### src/hdl/sliding_log_event_rate_limiter_macros.svh
// ---------------------------------------------------------------------------
// Sliding-log event rate limiter assertion macros
// Concurrent assertion shorthands used at the end of the top level.
// ---------------------------------------------------------------------------
`ifndef SLIDING_LOG_EVENT_RATE_LIMITER_MACROS_SVH
`define SLIDING_LOG_EVENT_RATE_LIMITER_MACROS_SVH

// same-cycle implication
`define SLERL_ASSERT_NOW(label, clk, rst, ante, cons, msg) \
  label: assert property (@(posedge clk) disable iff (rst) (ante) |-> (cons)) else $error(msg);

// next-cycle implication
`define SLERL_ASSERT_NEXT(label, clk, rst, ante, cons, msg) \
  label: assert property (@(posedge clk) disable iff (rst) (ante) |=> (cons)) else $error(msg);

`endif

### src/hdl/slerl_pkg.sv
// ---------------------------------------------------------------------------
// Sliding-log event rate limiter package
// Shared constants, codes and the decision record type.
// ---------------------------------------------------------------------------
`timescale 1ns / 1ps
`default_nettype none

package slerl_pkg;

  localparam int RING_DEPTH_DEF = 16;

  localparam int STAMP_W  = 32;
  localparam int HOLD_W   = 24;
  localparam int LIMIT_W  = 5;
  localparam int CFG_IDX_W = 2;
  localparam int CFG_W    = 24;

  localparam logic [CFG_IDX_W-1:0] REG_EVENT_LIMIT = 2'd0;
  localparam logic [CFG_IDX_W-1:0] REG_HOLD_FRAMES = 2'd1;

  localparam logic [1:0] VERDICT_ACCEPT  = 2'd0;
  localparam logic [1:0] VERDICT_LOCKED  = 2'd1;
  localparam logic [1:0] VERDICT_TRIPPED = 2'd2;

  typedef struct packed {
    logic               store;
    logic               trip;
    logic [1:0]         verdict;
    logic [HOLD_W-1:0]  remaining;
    logic [STAMP_W-1:0] lock_next;
  } dec_t;

endpackage

`default_nettype wire

### src/hdl/slerl_ram.sv
// ---------------------------------------------------------------------------
// Generic RAM
// One write port, one enabled read port with registered read data.
// ---------------------------------------------------------------------------
`timescale 1ns / 1ps
`default_nettype none

module slerl_ram #(
  parameter int WIDTH = 32,
  parameter int DEPTH = 16
) (
  input  wire logic                     clk,
  input  wire logic                     we,
  input  wire logic [$clog2(DEPTH)-1:0] waddr,
  input  wire logic [WIDTH-1:0]         wdata,
  input  wire logic                     re,
  input  wire logic [$clog2(DEPTH)-1:0] raddr,
  output      logic [WIDTH-1:0]         rdata
);

  logic [WIDTH-1:0] mem [DEPTH];

  always_ff @(posedge clk) begin
    if (we) begin
      mem[waddr] <= wdata;
    end
    if (re) begin
      rdata <= mem[raddr];
    end
  end

endmodule

`default_nettype wire

### src/hdl/slerl_decide.sv
// ---------------------------------------------------------------------------
// Rate limiter decision
// Window check, lockout check and lockout update for one event.
// ---------------------------------------------------------------------------
`timescale 1ns / 1ps
`default_nettype none

module slerl_decide (
  input  wire logic [slerl_pkg::STAMP_W-1:0] now,
  input  wire logic [slerl_pkg::STAMP_W-1:0] lock_until,
  input  wire logic [slerl_pkg::HOLD_W-1:0]  hold,
  input  wire logic                          lim_nz,
  input  wire logic [slerl_pkg::STAMP_W-1:0] old_stamp,
  output      slerl_pkg::dec_t               dec
);

  logic                            locked;
  logic                            recent;
  logic [slerl_pkg::STAMP_W-1:0]   age;
  logic [slerl_pkg::STAMP_W:0]     sum;
  logic [slerl_pkg::STAMP_W-1:0]   lock_trip;
  logic [slerl_pkg::STAMP_W-1:0]   left;
  logic [slerl_pkg::STAMP_W-1:0]   head_room;
  logic [slerl_pkg::HOLD_W-1:0]    left_sat;
  logic [slerl_pkg::HOLD_W-1:0]    room_sat;

  always_comb begin
    locked    = now < lock_until;
    age       = now - old_stamp;
    recent    = (old_stamp != '0) &&
                ((now < old_stamp) || (age < slerl_pkg::STAMP_W'(hold)));
    sum       = {1'b0, now} + (slerl_pkg::STAMP_W + 1)'(hold);
    lock_trip = sum[slerl_pkg::STAMP_W] ? '1 : sum[slerl_pkg::STAMP_W-1:0];
    left      = lock_until - now;
    head_room = ~now;
    left_sat  = (|left[slerl_pkg::STAMP_W-1:slerl_pkg::HOLD_W]) ?
                '1 : left[slerl_pkg::HOLD_W-1:0];
    room_sat  = (|head_room[slerl_pkg::STAMP_W-1:slerl_pkg::HOLD_W]) ?
                '1 : head_room[slerl_pkg::HOLD_W-1:0];

    dec.trip  = lim_nz && !locked && recent;
    dec.store = lim_nz && !locked && !recent;

    if (!lim_nz) begin
      dec.verdict = slerl_pkg::VERDICT_ACCEPT;
    end else if (locked) begin
      dec.verdict = slerl_pkg::VERDICT_LOCKED;
    end else if (recent) begin
      dec.verdict = slerl_pkg::VERDICT_TRIPPED;
    end else begin
      dec.verdict = slerl_pkg::VERDICT_ACCEPT;
    end

    // saturated lockout ends at all-ones
    if (dec.trip) begin
      dec.remaining = sum[slerl_pkg::STAMP_W] ? room_sat : hold;
      dec.lock_next = lock_trip;
    end else begin
      dec.remaining = locked ? left_sat : '0;
      dec.lock_next = lock_until;
    end
  end

endmodule

`default_nettype wire

### src/hdl/sliding_log_event_rate_limiter.sv
// Pipeline: an accepted beat is held in the input reg, its verdict in the result reg.
// Throughput: one beat per cycle absent back-pressure; the stamp ring read is issued
//   at accept, and the previous beat's stamp is forwarded when the addresses match.
// Reset: clears ring slot flags, head, lockout, registers and both stages at once;
//   no clearing pass, so the block accepts beats the cycle after reset.
// ---------------------------------------------------------------------------
// Sliding-log event rate limiter
// Refuses event beats that exceed a count within a frame window, with lockout.
// ---------------------------------------------------------------------------
`timescale 1ns / 1ps
`default_nettype none

`include "sliding_log_event_rate_limiter_macros.svh"

module sliding_log_event_rate_limiter #(
  parameter int RING_DEPTH = slerl_pkg::RING_DEPTH_DEF
) (
  input  wire logic                            clk,
  input  wire logic                            rst,
  input  wire logic                            cfg_we,
  input  wire logic [slerl_pkg::CFG_IDX_W-1:0] cfg_index,
  input  wire logic [slerl_pkg::CFG_W-1:0]     cfg_data,
  input  wire logic                            in_valid,
  output      logic                            in_ready,
  input  wire logic [slerl_pkg::STAMP_W-1:0]   now_frame,
  output      logic                            out_valid,
  input  wire logic                            out_ready,
  output      logic [1:0]                      verdict,
  output      logic [slerl_pkg::HOLD_W-1:0]    lock_remaining
);

  localparam int PTR_W = $clog2(RING_DEPTH);
  localparam int LIM_W = $clog2(RING_DEPTH + 1);
  localparam int SUM_W = PTR_W + 2;

  logic [slerl_pkg::LIMIT_W-1:0] event_limit;
  logic [slerl_pkg::HOLD_W-1:0]  hold_frames;

  logic [PTR_W-1:0]              head;
  logic [slerl_pkg::STAMP_W-1:0] lock_until;
  logic [RING_DEPTH-1:0]         slot_full;

  logic                          s1_valid;
  logic [slerl_pkg::STAMP_W-1:0] s1_now;
  logic                          s1_byp;
  logic [slerl_pkg::STAMP_W-1:0] s1_byp_data;
  logic                          s1_full;

  logic [slerl_pkg::STAMP_W-1:0] ram_q;
  logic [slerl_pkg::STAMP_W-1:0] old_stamp;
  slerl_pkg::dec_t               dec;

  logic             s1_go;
  logic             in_fire;
  logic             wr_en;
  logic [PTR_W-1:0] head_inc;
  logic [PTR_W-1:0] head_next;
  logic [LIM_W-1:0] lim;
  logic             lim_nz;
  logic [SUM_W-1:0] rd_sum;
  logic [PTR_W-1:0] rd_addr;

  always_comb begin
    lim    = (32'(event_limit) > 32'(RING_DEPTH)) ? LIM_W'(RING_DEPTH) : LIM_W'(event_limit);
    lim_nz = lim != '0;

    old_stamp = s1_byp ? s1_byp_data : (s1_full ? ram_q : '0);
  end

  always_comb begin
    s1_go    = s1_valid && (!out_valid || out_ready);
    in_ready = !rst && (!s1_valid || s1_go);
    in_fire  = in_valid && in_ready;

    head_inc  = (head == PTR_W'(RING_DEPTH - 1)) ? '0 : head + 1'b1;
    wr_en     = s1_go && dec.store;
    head_next = wr_en ? head_inc : head;

    // slot limit-1 places behind the head the next beat will see
    rd_sum  = SUM_W'(head_next) + SUM_W'(RING_DEPTH + 1) - SUM_W'(lim);
    rd_addr = (rd_sum >= SUM_W'(RING_DEPTH)) ?
              PTR_W'(rd_sum - SUM_W'(RING_DEPTH)) : PTR_W'(rd_sum);
  end

  slerl_ram #(
    .WIDTH (slerl_pkg::STAMP_W),
    .DEPTH (RING_DEPTH)
  ) u_ring (
    .clk   (clk),
    .we    (wr_en),
    .waddr (head_inc),
    .wdata (s1_now),
    .re    (in_fire),
    .raddr (rd_addr),
    .rdata (ram_q)
  );

  slerl_decide u_decide (
    .now        (s1_now),
    .lock_until (lock_until),
    .hold       (hold_frames),
    .lim_nz     (lim_nz),
    .old_stamp  (old_stamp),
    .dec        (dec)
  );

  always_ff @(posedge clk) begin
    if (rst) begin
      event_limit <= '0;
      hold_frames <= '0;
      head        <= '0;
      lock_until  <= '0;
      slot_full   <= '0;
      s1_valid    <= 1'b0;
      out_valid   <= 1'b0;
    end else begin
      if (cfg_we) begin
        unique case (cfg_index)
          slerl_pkg::REG_EVENT_LIMIT: event_limit <= cfg_data[slerl_pkg::LIMIT_W-1:0];
          slerl_pkg::REG_HOLD_FRAMES: hold_frames <= cfg_data;
          default: ;
        endcase
      end
      if (s1_go) begin
        head       <= head_next;
        lock_until <= dec.lock_next;
      end
      if (wr_en) begin
        slot_full[head_inc] <= 1'b1;
      end
      if (in_fire) begin
        s1_valid <= 1'b1;
      end else if (s1_go) begin
        s1_valid <= 1'b0;
      end
      if (s1_go) begin
        out_valid <= 1'b1;
      end else if (out_ready) begin
        out_valid <= 1'b0;
      end
    end
  end

  always_ff @(posedge clk) begin
    if (in_fire) begin
      s1_now      <= now_frame;
      s1_byp      <= wr_en && (head_inc == rd_addr);
      s1_byp_data <= s1_now;
      s1_full     <= slot_full[rd_addr];
    end
    if (s1_go) begin
      verdict        <= dec.verdict;
      lock_remaining <= dec.remaining;
    end
  end

  `SLERL_ASSERT_NEXT(a_locked_keeps_state, clk, rst,
    s1_go && (dec.verdict == slerl_pkg::VERDICT_LOCKED),
    (head == $past(head)) && (lock_until == $past(lock_until)),
    "locked beat changed limiter state")
  `SLERL_ASSERT_NEXT(a_trip_sets_lock, clk, rst,
    s1_go && dec.trip,
    lock_until >= $past(s1_now),
    "lockout set before event frame")
  `SLERL_ASSERT_NOW(a_stall_blocks_input, clk, rst,
    s1_valid && out_valid && !out_ready,
    !in_ready,
    "input taken while pipeline stalled")
  `SLERL_ASSERT_NOW(a_verdict_code, clk, rst,
    out_valid,
    verdict != 2'd3,
    "undefined verdict code")

endmodule

`default_nettype wire

### config.mk
export PLATFORM = sky130hd
export DESIGN_NAME = sliding_log_event_rate_limiter
export DESIGN_NICKNAME = d
export VERILOG_FILES = /design/src/hdl/slerl_pkg.sv /design/src/hdl/slerl_ram.sv /design/src/hdl/slerl_decide.sv /design/src/hdl/sliding_log_event_rate_limiter.sv
export VERILOG_INCLUDE_DIRS = /design/src /design/src/hdl
export SDC_FILE = /design/constraint.sdc
export NUM_CORES = 1
export LEC_CHECK = 0
export BUFFER_PORTS_ARGS = -buffer_cell sky130_fd_sc_hd__buf_2
export CORE_ASPECT_RATIO = 1.25
export CORE_MARGIN = 5
export CORE_UTILIZATION = 50
export DETAILED_ROUTE_END_ITERATION = 10
export PLACE_DENSITY_LB_ADDON = 0.15
export SYNTH_ARGS = -nofsm -noshare
export SYNTH_HDL_FRONTEND = slang
export SYNTH_SLANG_ARGS = --single-unit
### constraint.sdc
create_clock -name clk -period 9.7 [get_ports clk]
set_input_delay 1.94 -clock clk [delete_from_list [all_inputs] [get_ports clk]]
set_output_delay 1.94 -clock clk [all_outputs]
set_load 0.005 [all_outputs]
**After elaboration in Yosys (flattened, before gate mapping)**

Memory sizes are Yosys's and may differ from the RTL's. A register that Yosys moved wholly into a read port is not among the register bits.
Index checks and enable logic that the tools add are counted.

- Bits in writable memories: 512
- Register bits: 175
- Memories: 1
- Memory bits (read-only): 0
- Output and inout bits: 28
- Latch bits: 0
- Word-level logic and storage cells: 89

- $lt $le $gt $ge: 8
- Divide/modulo/power cells: 0
- Shift-type cells: 0
- Bitwise gates (word level): 3
- $add $sub $neg: 7
- Reductions and logical operators: 29
- Muxes and demuxes: 24
- Equality and inequality tests: 3
- $mul: 0

Memories:

| name | words | bits a word | rd ports | clocked after memory_dff | wr ports | line | source |
|---|---|---|---|---|---|---|---|
| u_ring.mem | 16 | 32 | 1 | 1 | 1 | slerl_ram.sv:21 | `logic [WIDTH-1:0] mem [DEPTH];` |

Operators with widths:

| cell | count |
|---|---|
| two-way mux 24 bit | 4 |
| two-way mux 32 bit | 3 |
| less-than comparator 32 bit | 2 |
| subtractor 32 bit | 2 |
| two-way mux 56 bit | 1 |
| adder 32 x 24 -> 33 bit | 1 |
| less-than comparator 32 x 24 -> 1 bit | 1 |
| NOT 32 bit | 1 |
| nonzero test 32 bit | 1 |
| OR 16 bit | 1 |
| OR reduction 8 bit | 2 |
| two-way mux 4 bit | 3 |
| logical AND 1 bit | 10 |
| less-than comparator 4 x 5 -> 1 bit, second input constant | 2 |
| two-way mux 1 bit | 9 |
| adder 4 x 5 -> 6 bit, second input constant | 1 |
| >= comparator 6 x 5 -> 1 bit, second input constant | 1 |
| AND reduction 2 bit | 3 |
| subtractor 6 x 5 -> 6 bit | 1 |
| greater-than comparator 5 bit, second input constant | 1 |
| zero test 1 bit | 5 |
| two-way mux 5 bit | 1 |
| nonzero test 5 bit | 1 |
| adder 4 x 1 -> 4 bit, second input constant | 1 |
| other kinds (13) | 16 |

**Depth between registers and ports, before layout**

Gate-level depths: netlist of the first run.

- Depth after elaboration: 16
- Gate-level depth with buffers: 46
- Mapped depth without buffers: 38

**Hierarchy**

Synthesis of the first run repeated with hierarchy kept, for this count alone.

- Cell total of the unflattened synthesis: 2336
- Area total of the unflattened synthesis: 33086.7 µm²

By module, submodules not included:

| module | sequential area each (µm²) | cells an instance | instances | area an instance (µm²) |
|---|---|---|---|---|
| slerl_ram | 16335.7 | 838 | 1 | 20174.3 |
| slerl_decide | 0.0 | 963 | 1 | 6463.7 |
| sliding_log_event_rate_limiter | 4424.2 | 535 | 1 | 6448.7 |

**Worst setup path after synthesis of the first run**

No wires, ideal clock.

- Path type: register to register
- Start point: register s1_byp
- End point: register u_ring.rdata[10], read port of u_ring.mem (data pin)
- Path slack: 1.936 ns
- Stages on the path, launching flop included: 43
- Data arrival time: 7.486 ns
- Required time: 9.421 ns
- Cells stage by stage: edfxtp_1 > buf_2 > buf_2 > nor2b_1 > clkbuf_1 > buf_1 > a22oi_1 > ha_1 > nor2b_1 > o211ai_1 > a2111oi_0 > nor2_1 > o21ai_0 > a21oi_1 > nor3_1 > or2_2 > a41oi_1 > xnor2_1 > [... 7 more ...] > nand4_1 > and2_1 > buf_2 > a21oi_1 > ha_1 > inv_1 > ha_1 > inv_1 > fa_1 > xnor2_1 > xnor2_1 > nand2b_1 > a22o_1 > o211ai_2 > buf_6 > buf_8 > mux2i_1 > mux2i_1

- Word-level cells in the longest chain between the ends: 13

Ends and longest elaborated chain:

| element | line | source |
|---|---|---|
| start, declared | sliding_log_event_rate_limiter.sv:45 | `logic s1_byp;` |
| start signal, assigned | sliding_log_event_rate_limiter.sv:147 | `s1_byp <= wr_en && (head_inc == rd_addr);` |
| two-way mux 32 bit * | sliding_log_event_rate_limiter.sv:67 | `old_stamp = s1_byp ? s1_byp_data : (s1_full ? ram_q : '0);` |
| subtractor 32 bit | slerl_decide.sv:29 | `age = now - old_stamp;` |
| less-than comparator 32 x 24 -> 1 bit | slerl_decide.sv:31 | `((now < old_stamp) \|\| (age < slerl_pkg::STAMP_W'(hold)));` |
| logical OR 1 bit | slerl_decide.sv:31 |  |
| logical AND 1 bit * | slerl_decide.sv:30 | `recent = (old_stamp != '0) &&` |
| zero test 1 bit * | slerl_decide.sv:42 | `dec.store = lim_nz && !locked && !recent;` |
| logical AND 1 bit * | slerl_decide.sv:42 |  |
| logical AND 1 bit * | sliding_log_event_rate_limiter.sv:76 | `wr_en = s1_go && dec.store;` |
| two-way mux 4 bit * | sliding_log_event_rate_limiter.sv:77 | `head_next = wr_en ? head_inc : head;` |
| adder 4 x 5 -> 6 bit * | sliding_log_event_rate_limiter.sv:80 | `rd_sum = SUM_W'(head_next) + SUM_W'(RING_DEPTH + 1) - SUM_W'(lim);` |
| subtractor 6 x 5 -> 6 bit * | sliding_log_event_rate_limiter.sv:80 |  |
| >= comparator 6 x 5 -> 1 bit / subtractor 4 x 1 -> 4 bit (equally long branches) | sliding_log_event_rate_limiter.sv:81, sliding_log_event_rate_limiter.sv:82 |  |
| two-way mux 4 bit * | sliding_log_event_rate_limiter.sv:81 | `rd_addr = (rd_sum >= SUM_W'(RING_DEPTH)) ?` |
| end, declared | slerl_ram.sv:18 | `output logic [WIDTH-1:0] rdata` |

Every way passes the cells marked *; elsewhere a longest branch is shown, timed or not.
A chain may end at the register's enable or synchronous reset.

**Final worst setup path of the first run**

- Start point: register s1_full
- End point: register u_ring.rdata[16], read port of u_ring.mem (data pin)

- Word-level cells in the longest chain between the ends: 14

Ends and longest elaborated chain:

| element | line | source |
|---|---|---|
| start, declared | sliding_log_event_rate_limiter.sv:47 | `logic s1_full;` |
| start signal, assigned | sliding_log_event_rate_limiter.sv:149 | `s1_full <= slot_full[rd_addr];` |
| two-way mux 32 bit * (2 in series) | sliding_log_event_rate_limiter.sv:67 |  |
| subtractor 32 bit | slerl_decide.sv:29 |  |
| less-than comparator 32 x 24 -> 1 bit | slerl_decide.sv:31 |  |
| logical OR 1 bit | slerl_decide.sv:31 |  |
| logical AND 1 bit * | slerl_decide.sv:30 |  |
| zero test 1 bit * | slerl_decide.sv:42 |  |
| logical AND 1 bit * | slerl_decide.sv:42 |  |
| logical AND 1 bit * | sliding_log_event_rate_limiter.sv:76 |  |
| two-way mux 4 bit * | sliding_log_event_rate_limiter.sv:77 |  |
| adder 4 x 5 -> 6 bit * | sliding_log_event_rate_limiter.sv:80 |  |
| subtractor 6 x 5 -> 6 bit * | sliding_log_event_rate_limiter.sv:80 |  |
| >= comparator 6 x 5 -> 1 bit / subtractor 4 x 1 -> 4 bit (equally long branches) | sliding_log_event_rate_limiter.sv:81, sliding_log_event_rate_limiter.sv:82 |  |
| two-way mux 4 bit * | sliding_log_event_rate_limiter.sv:81 |  |

Marks and branches as above.

==> results.sh, run 1 <==
export IMPL_ys_warn_count=0
export IMPL_synth_simple_area_share_pct=7.10
export IMPL_cts_sinks=719
export IMPL_crit_arrival_ns=9.44
export IMPL_critPathMaxFanout=66
export IMPL_maxSlewViolCount=0
export IMPL_required_ns=10.05
export IMPL_synth_area_mux_share_pct=12.3
export IMPL_n_fill_cell=5298
export IMPL_root_buffer="clkbuf_16"
export IMPL_hold_violations=0
export IMPL_multi_input_comb_area_um2=11700
export IMPL_initial_utilization_pct=50.5
export IMPL_rsz0062_at_grt="false"
export IMPL_yosysSeqAreaShare_pct=62.4
export IMPL_yosysTopAreaCell="edfxtp_1"
export IMPL_synth_top_family_by_area="multiplexers"
export IMPL_relSlewSlack_pct=21.7
export IMPL_cp_startpoint="s1_full$_DFFE_PP_"
export IMPL_gp_congestion=0.942
export IMPL_hold_path_class="reg -> reg"
export IMPL_ys_ff_latch=719
export IMPL_setup_violations=0
export IMPL_grt_max_degree=72
export IMPL_crit_path_end_kind="register"
export IMPL_syn_area_um2=33200
export IMPL_synthTopCellsByCount="edfxtp_1, nand2_1, nor2_1, mux4_2, a21oi_1"
export IMPL_async_flop_share_pct=0
export IMPL_synth_edf_count=636
export IMPL_fp_dieW_um=241
export IMPL_insertion_delay_ns=0.63
export IMPL_rrSetupSlack_ns=0.61
export IMPL_rr_worst_depth=36
export IMPL_endpoint="u_ring.rdata[16]$_DFFE_PP_"
export IMPL_via_count=20900
export IMPL_io_pins=91
export IMPL_worst_pin_slew_ns=1.17
export IMPL_synth_compound_area_share_pct=9.01
export IMPL_cellLeakagePower_nw=13.2
export IMPL_placement_rows=105
export IMPL_p_per_area_nw_per_um2=186
export IMPL_run_status="completed"
export IMPL_grt_pass1_wl_um=137000
export IMPL_core_um2=65800
export IMPL_wire_per_inst_um=27.8
export IMPL_port_buffers=90
export IMPL_htree_levels=3
export IMPL_max_freq_ghz=0.110
export IMPL_max_cap_viol_count=0
export IMPL_ir_drop_mv=0.138
export IMPL_setup_tns_ns=0
export IMPL_synth_area_leaders="edfxtp_1, mux4_2, dfxtp_1, ha_1, mux2i_1"
export IMPL_area_delta_synth_final_pct=12.2
export IMPL_reg2reg_from="s1_full$_DFFE_PP_"
export IMPL_post_route_period_util_pct=93.7
export IMPL_drc=0
export IMPL_synthAdderAreaFrac_pct=4.67
export IMPL_min_period_ns=9.09
export IMPL_crit_slowest_cell="edfxtp_1"
export IMPL_post_cts_resized=0
export IMPL_fin_worst_skew_ns=0.0242
export IMPL_clk_pin_slew_ns=0.06
export IMPL_track_usage_pct=25.9
export IMPL_synth_top_area_share_pct=57.4
export IMPL_cts_tree="built"
export IMPL_max_stage_delay_ns=0.63
export IMPL_ctsHoldBuffers=0
export IMPL_synth_xor_area_share_pct=1.98
export IMPL_netlist_instances=2311
export IMPL_die_h_um=298
export IMPL_synth_most_common_cell="edfxtp_1"
export IMPL_firstDrtPassIters=5
export IMPL_finalNetCount=2622
export IMPL_syn_nets=2494
export IMPL_seq_area_um2=20800
export IMPL_drt_iter0_markers=1849
export IMPL_drive_gt1_share_pct=17.5
export IMPL_hold_slack_ns=0.468
export IMPL_timing_rr_end="u_ring.rdata[16]$_DFFE_PP_"
export IMPL_ys_flop_type="edfxtp_1"
export IMPL_grt_antenna_before_repair=1
export IMPL_clockBufferDepth=3
export IMPL_avgViaCountPerCell=6.25
export IMPL_ant_nets=0
export IMPL_drt_wl_total_um=93100
export IMPL_grt_pass1_vias=21400
export IMPL_cp_start_kind="register"
export IMPL_numCtsBuffers=73
export IMPL_crit_type="reg -> reg"
export IMPL_ys_types=77
export IMPL_hpwl_um=61300
export IMPL_die_area_um2=71800
export IMPL_avgSynthCellArea_um2=14.4
export IMPL_postCtsSetupBuffers=0
export IMPL_grt_overflow=0
worst min path at each step:
stage,end,slack (ns),start,cells after the start
2_1_floorplan,slot_full[10]$_SDFFE_PP0P_,0.43,slot_full[10]$_SDFFE_PP0P_,2
3_3_place_gp,slot_full[8]$_SDFFE_PP0P_,0.44,slot_full[8]$_SDFFE_PP0P_,2
3_5_place_dp,slot_full[8]$_SDFFE_PP0P_,0.46,slot_full[8]$_SDFFE_PP0P_,2
4_1_cts,slot_full[8]$_SDFFE_PP0P_,0.47,slot_full[8]$_SDFFE_PP0P_,2
5_1_grt,slot_full[8]$_SDFFE_PP0P_,0.51,slot_full[8]$_SDFFE_PP0P_,2
6_report,slot_full[8]$_SDFFE_PP0P_,0.47,slot_full[8]$_SDFFE_PP0P_,2
worst max-delay path, delay by kind of cell, from the launching register on:
family	cells	cell delay, ns
AND/OR/NAND/NOR	10	2.28
XOR/XNOR	3	0.65
AO/OA/AOI/OAI	12	2.47
adder cells (fa/ha/maj)	5	1.41
multiplexers	2	0.37
flip-flops	1	0.63
buffers and inverters	4	0.90
layout by cell type, fill, tap and decap left out, types with 17 or more instances in the layout:
master / netlist / final
nor2_1: 138 / 138
dfxtp_1: 83 / 83
nand4_1: 22 / 22
o22ai_1: 26 / 26
nand2_1: 159 / 159
edfxtp_1: 636 / 636
buf_2: 7 / 90
xor2_1: 32 / 32
inv_1: 96 / 96
a21o_1: 36 / 36
clkbuf_16: 0 / 76
mux4_2: 132 / 132
buf_4: 0 / 66
mux2i_1: 111 / 111
a22oi_1: 29 / 29
nor2b_1: 19 / 18
o221ai_1: 17 / 17
ha_1: 116 / 114
xnor2_1: 43 / 43
and3_2: 0 / 17
nand3_1: 35 / 35
o211ai_1: 19 / 19
o21ai_0: 75 / 74
a21oi_1: 124 / 124
power breakdown:
part	switching (mW)	internal [mW]	total, mW
clock network	1.19	1.55	2.74
registers	0.0395	3.41	3.45
logic	0.441	0.318	0.759
total	1.67	5.28	6.95
metrics by stage:
step	setup WS, ns	total power [mW]	area, µm²	util [%]	instances
floorplan	1.94	4.04	33200	-	2311
global placement	0.896	4.26	35000	53.1	3220
detailed placement	0.708	4.27	35000	53.1	3220
CTS	0.696	7.00	37300	56.7	3353
global route	0.00185	7.20	37300	56.7	3353
finish	0.615	6.95	37300	56.7	3354
layout make-up:
cell class | instances | share of cell area (%)
clock inverters | 39 | 0.852
diodes | 1 | 0.00671
repair buffers | 162 | 2.86
well taps | 856 | 2.87
flip-flops and latches | 719 | 55.7
clock buffers | 94 | 5.36
multi-input cells | 1387 | 31.4
inverters | 96 | 0.966
routing by layer:
layer | track usage [%] | vias to the layer above | share of wire [%]
met1 | 35.4 | 10700 | 41
met3 | 3.26 | 171 | 6.0
met4 | 8.68 | 0 | 3.6
li1 | - | 9306 | -
met2 | 43.1 | 755 | 49
met5 | 0 | - | 0
kinds of logic after synthesis:
| kind of cell | Yosys count |
|---|---|
| and+or+nand+nor | 491 |
| adders and majority gates | 122 |
| muxes | 243 |
| DFF | 719 |
| AOI/OAI and AO/OA | 456 |
| buffers and inverters | 205 |
| xor gates and xnor gates | 75 |
sequential cells by signal, indices dropped and copies added (netlist names), 2 cells and up:
signal          cells
s1_byp_data        32
slot_full          16
s1_now             32
u_ring.mem        512
verdict             2
head                4
event_limit         5
u_ring.rdata       32
lock_until         32
lock_remaining     24
hold_frames        24
No activity file was read; power rests on OpenSTA's default activity.
==> run 2: changes to the inputs <==
--- a/config.mk
+++ b/config.mk
@@ -10,8 +10,10 @@
 export CORE_ASPECT_RATIO = 1.25
 export CORE_MARGIN = 5
 export CORE_UTILIZATION = 50
+export CTS_CLUSTER_SIZE = 16
 export DETAILED_ROUTE_END_ITERATION = 10
 export PLACE_DENSITY_LB_ADDON = 0.15
 export SYNTH_ARGS = -nofsm -noshare
 export SYNTH_HDL_FRONTEND = slang
+export SYNTH_HIERARCHICAL = 1
 export SYNTH_SLANG_ARGS = --single-unit
==> results.sh, run 2 <==
export IMPL_cellLeakagePower_nw=13.0
export IMPL_crit_type="reg -> reg"
export IMPL_area_delta_synth_final_pct=12.3
export IMPL_drive_gt1_share_pct=17.9
export IMPL_die_h_um=298
export IMPL_firstDrtPassIters=5
export IMPL_fin_worst_skew_ns=0.0180
export IMPL_crit_arrival_ns=9.52
export IMPL_fin_area_um2=37200
export IMPL_wire_per_inst_um=26.6
export IMPL_drt_iter0_markers=1925
export IMPL_layout_commonest_cell="edfxtp_1"
export IMPL_core_um2=65700
export IMPL_synth_top_area_share_pct=57.7
export IMPL_initial_utilization_pct=50.4
export IMPL_rsz0062_at_grt="false"
export IMPL_synthTopCellsByCount="edfxtp_1, nand2_1, a21oi_1, mux4_2, inv_1"
export IMPL_setup_tns_ns=0
export IMPL_finalNetCount=2646
export IMPL_syn_nets=2522
export IMPL_postCtsSetupBuffers=0
export IMPL_gr_usage_met3_pct=3.25
export IMPL_path_delay_family="simple AND/OR/NAND/NOR gates"
export IMPL_ys_types=84
export IMPL_hpwl_um=58000
export IMPL_use_met1_pct=32.7
export IMPL_avgViaCountPerCell=6.19
export IMPL_grt_use_met2_pct=41.9
export IMPL_hold_violations=0
export IMPL_grt_pass1_wl_um=133000
export IMPL_yosysSeqAreaShare_pct=62.7
export IMPL_htree_levels=3
export IMPL_clockBufferDepth=3
export IMPL_dp_cells=3241
export IMPL_largest_register_ffs=512
export IMPL_placement_rows=105
export IMPL_placed_area_um2=34800
export IMPL_grt_busiest_layer="met2"
export IMPL_ant_nets=0
export IMPL_drc=0
export IMPL_layout_setup_ws_ns=0.639
export IMPL_critPathMaxFanout=32
export IMPL_p_per_area_nw_per_um2=189
export IMPL_post_route_period_util_pct=93.4
export IMPL_synth_edf_count=636
export IMPL_grt_overflow=0
export IMPL_comb_power_share_pct=11.1
export IMPL_max_stage_delay_ns=0.54
export IMPL_reg2reg_from="s1_byp$_DFFE_PP_"
export IMPL_grt_antenna_before_repair=1
export IMPL_min_period_ns=9.06
export IMPL_p_sw_mw=1.66
export IMPL_ys_ff_latch=719
export IMPL_synth_most_common_cell="edfxtp_1"
export IMPL_run_status="completed"
export IMPL_required_ns=10.16
export IMPL_p_seq_share_pct=49.3
export IMPL_root_buffer="clkbuf_16"
export IMPL_hold_path_class="reg -> reg"
export IMPL_port_buffers=90
export IMPL_final_cell_mix="edfxtp_1, nand2_1, a21oi_1, mux4_2, inv_1"
export IMPL_power_internal_mw=5.35
export IMPL_crit_slowest_cell="nor2b_2"
export IMPL_crit_top_cell="ha_1"
export IMPL_fp_dieW_um=240
export IMPL_max_cap_viol_count=0
export IMPL_die_area_um2=71500
export IMPL_maxSlewViolCount=0
export IMPL_cp_startpoint="s1_byp$_DFFE_PP_"
export IMPL_syn_area_um2=33100
export IMPL_async_flop_share_pct=0
export IMPL_setup_violations=0
export IMPL_yosysTopAreaCell="edfxtp_1"
export IMPL_ir_drop_mv=0.127
export IMPL_pre_cts_slack_ns=0.336
export IMPL_crit_buf_inv=3
export IMPL_gp_congestion=0.887
export IMPL_netlist_instances=2336
export IMPL_hold_path_startpoint="slot_full[0]$_SDFFE_PP0N_"
export IMPL_cts_tree="built"
export IMPL_crit_path_end_kind="register"
export IMPL_cp_start_kind="register"
export IMPL_regMostFlops="u_ring/mem"
export IMPL_clockPowerShare_pct=39.6
export IMPL_ys_flop_type="edfxtp_1"
export IMPL_drt_wl_total_um=89600
export IMPL_insertion_delay_ns=0.60
export IMPL_io_pins=91
export IMPL_grt_pass1_vias=21100
export IMPL_ys_warn_count=6
export IMPL_via_count=20900
export IMPL_worst_pin_slew_ns=1.19
export IMPL_max_freq_ghz=0.110
export IMPL_numCtsBuffers=71
export IMPL_netSwitchingFraction_pct=23.7
export IMPL_avgSynthCellArea_um2=14.2
export IMPL_grt_max_degree=85
export IMPL_total_power_mw=7.01
export IMPL_track_usage_pct=24.6
export IMPL_relSlewSlack_pct=20.3
export IMPL_synth_area_leaders="edfxtp_1, mux4_2, dfxtp_1, ha_1, a21oi_1"
export IMPL_fin_cells=3372
export IMPL_cts_sinks=719
export IMPL_clk_pin_slew_ns=0.06
## run 2: worst reg2reg max path, delay by kind of cell (launching register included)
kind	cells	cell delay [ns]
flip-flops	1	0.39
AO/OA/AOI/OAI	14	2.86
multiplexers	1	0.16
XOR/XNOR	3	0.54
adder cells (fa/ha/maj)	5	1.56
buffers and inverters	3	0.56
AND/OR/NAND/NOR	12	2.86
## run 2: logic make-up after synthesis
kind of cell	count (synthesis)	synth area share [%]
xor gates and xnor gates	81	2.17
adders and majority gates	123	4.74
DFF	719	62.7
muxes	148	9.55
AOI/OAI and AO/OA	553	11.0
and+or+nand+nor	486	6.93
buffers and inverters	226	2.88
## run 2: per-layer routing
layer	up-vias	share of wire, %
met3	160	5.6
met4	0	3.6
met2	685	50
met5	-	0
met1	10700	40
li1	9317	-
## run 2: power groups by stage
stage / combinational, mW / clock, mW / sequential (mW)
2_1_floorplan: 0.534 / 0 / 3.51
3_3_place_gp: 0.743 / 0 / 3.52
3_5_place_dp: 0.762 / 0 / 3.52
4_1_cts: 0.763 / 2.83 / 3.46
5_1_grt: 0.843 / 2.97 / 3.46
6_report: 0.774 / 2.78 / 3.46
## run 2: path summary, 6_finish.rpt
path,cells past startpoint,end,slack [ns]
worst max register to register,38,u_ring/rdata[13]$_DFFE_PP_,0.64
worst min-delay path,2,slot_full[0]$_SDFFE_PP0N_,0.45
worst min register to register,2,slot_full[0]$_SDFFE_PP0N_,0.45
worst max-delay path,38,u_ring/rdata[13]$_DFFE_PP_,0.64
## run 2: cell type report
type                            count  area [µm²]
Fill cell                        5318       28500
Sequential cell                   719       20800
Multi-Input combinational cell   1393       11600
Clock buffer                       89        1880
Tap cell                          856        1070
Timing Repair Buffer              154         968
Inverter                          121         455
Clock inverter                     39         453
Antenna cell                        1        2.50
## run 2: what timing repair did
item,4_1_cts,5_1_grt
setup endpoints to repair,0,32
hold endpoints to repair,0,0
gates resized for setup,0,5
hold buffers,0,0
## run 2: metrics by stage
| stage | util [%] | hold WS [ns] |
|---|---|---|
| floorplan | - | 0.423 |
| global placement | 53.0 | 0.436 |
| detailed placement | 53.0 | 0.443 |
| CTS | 56.5 | 0.452 |
| global route | 56.6 | 0.483 |
| finish | 56.6 | 0.450 |
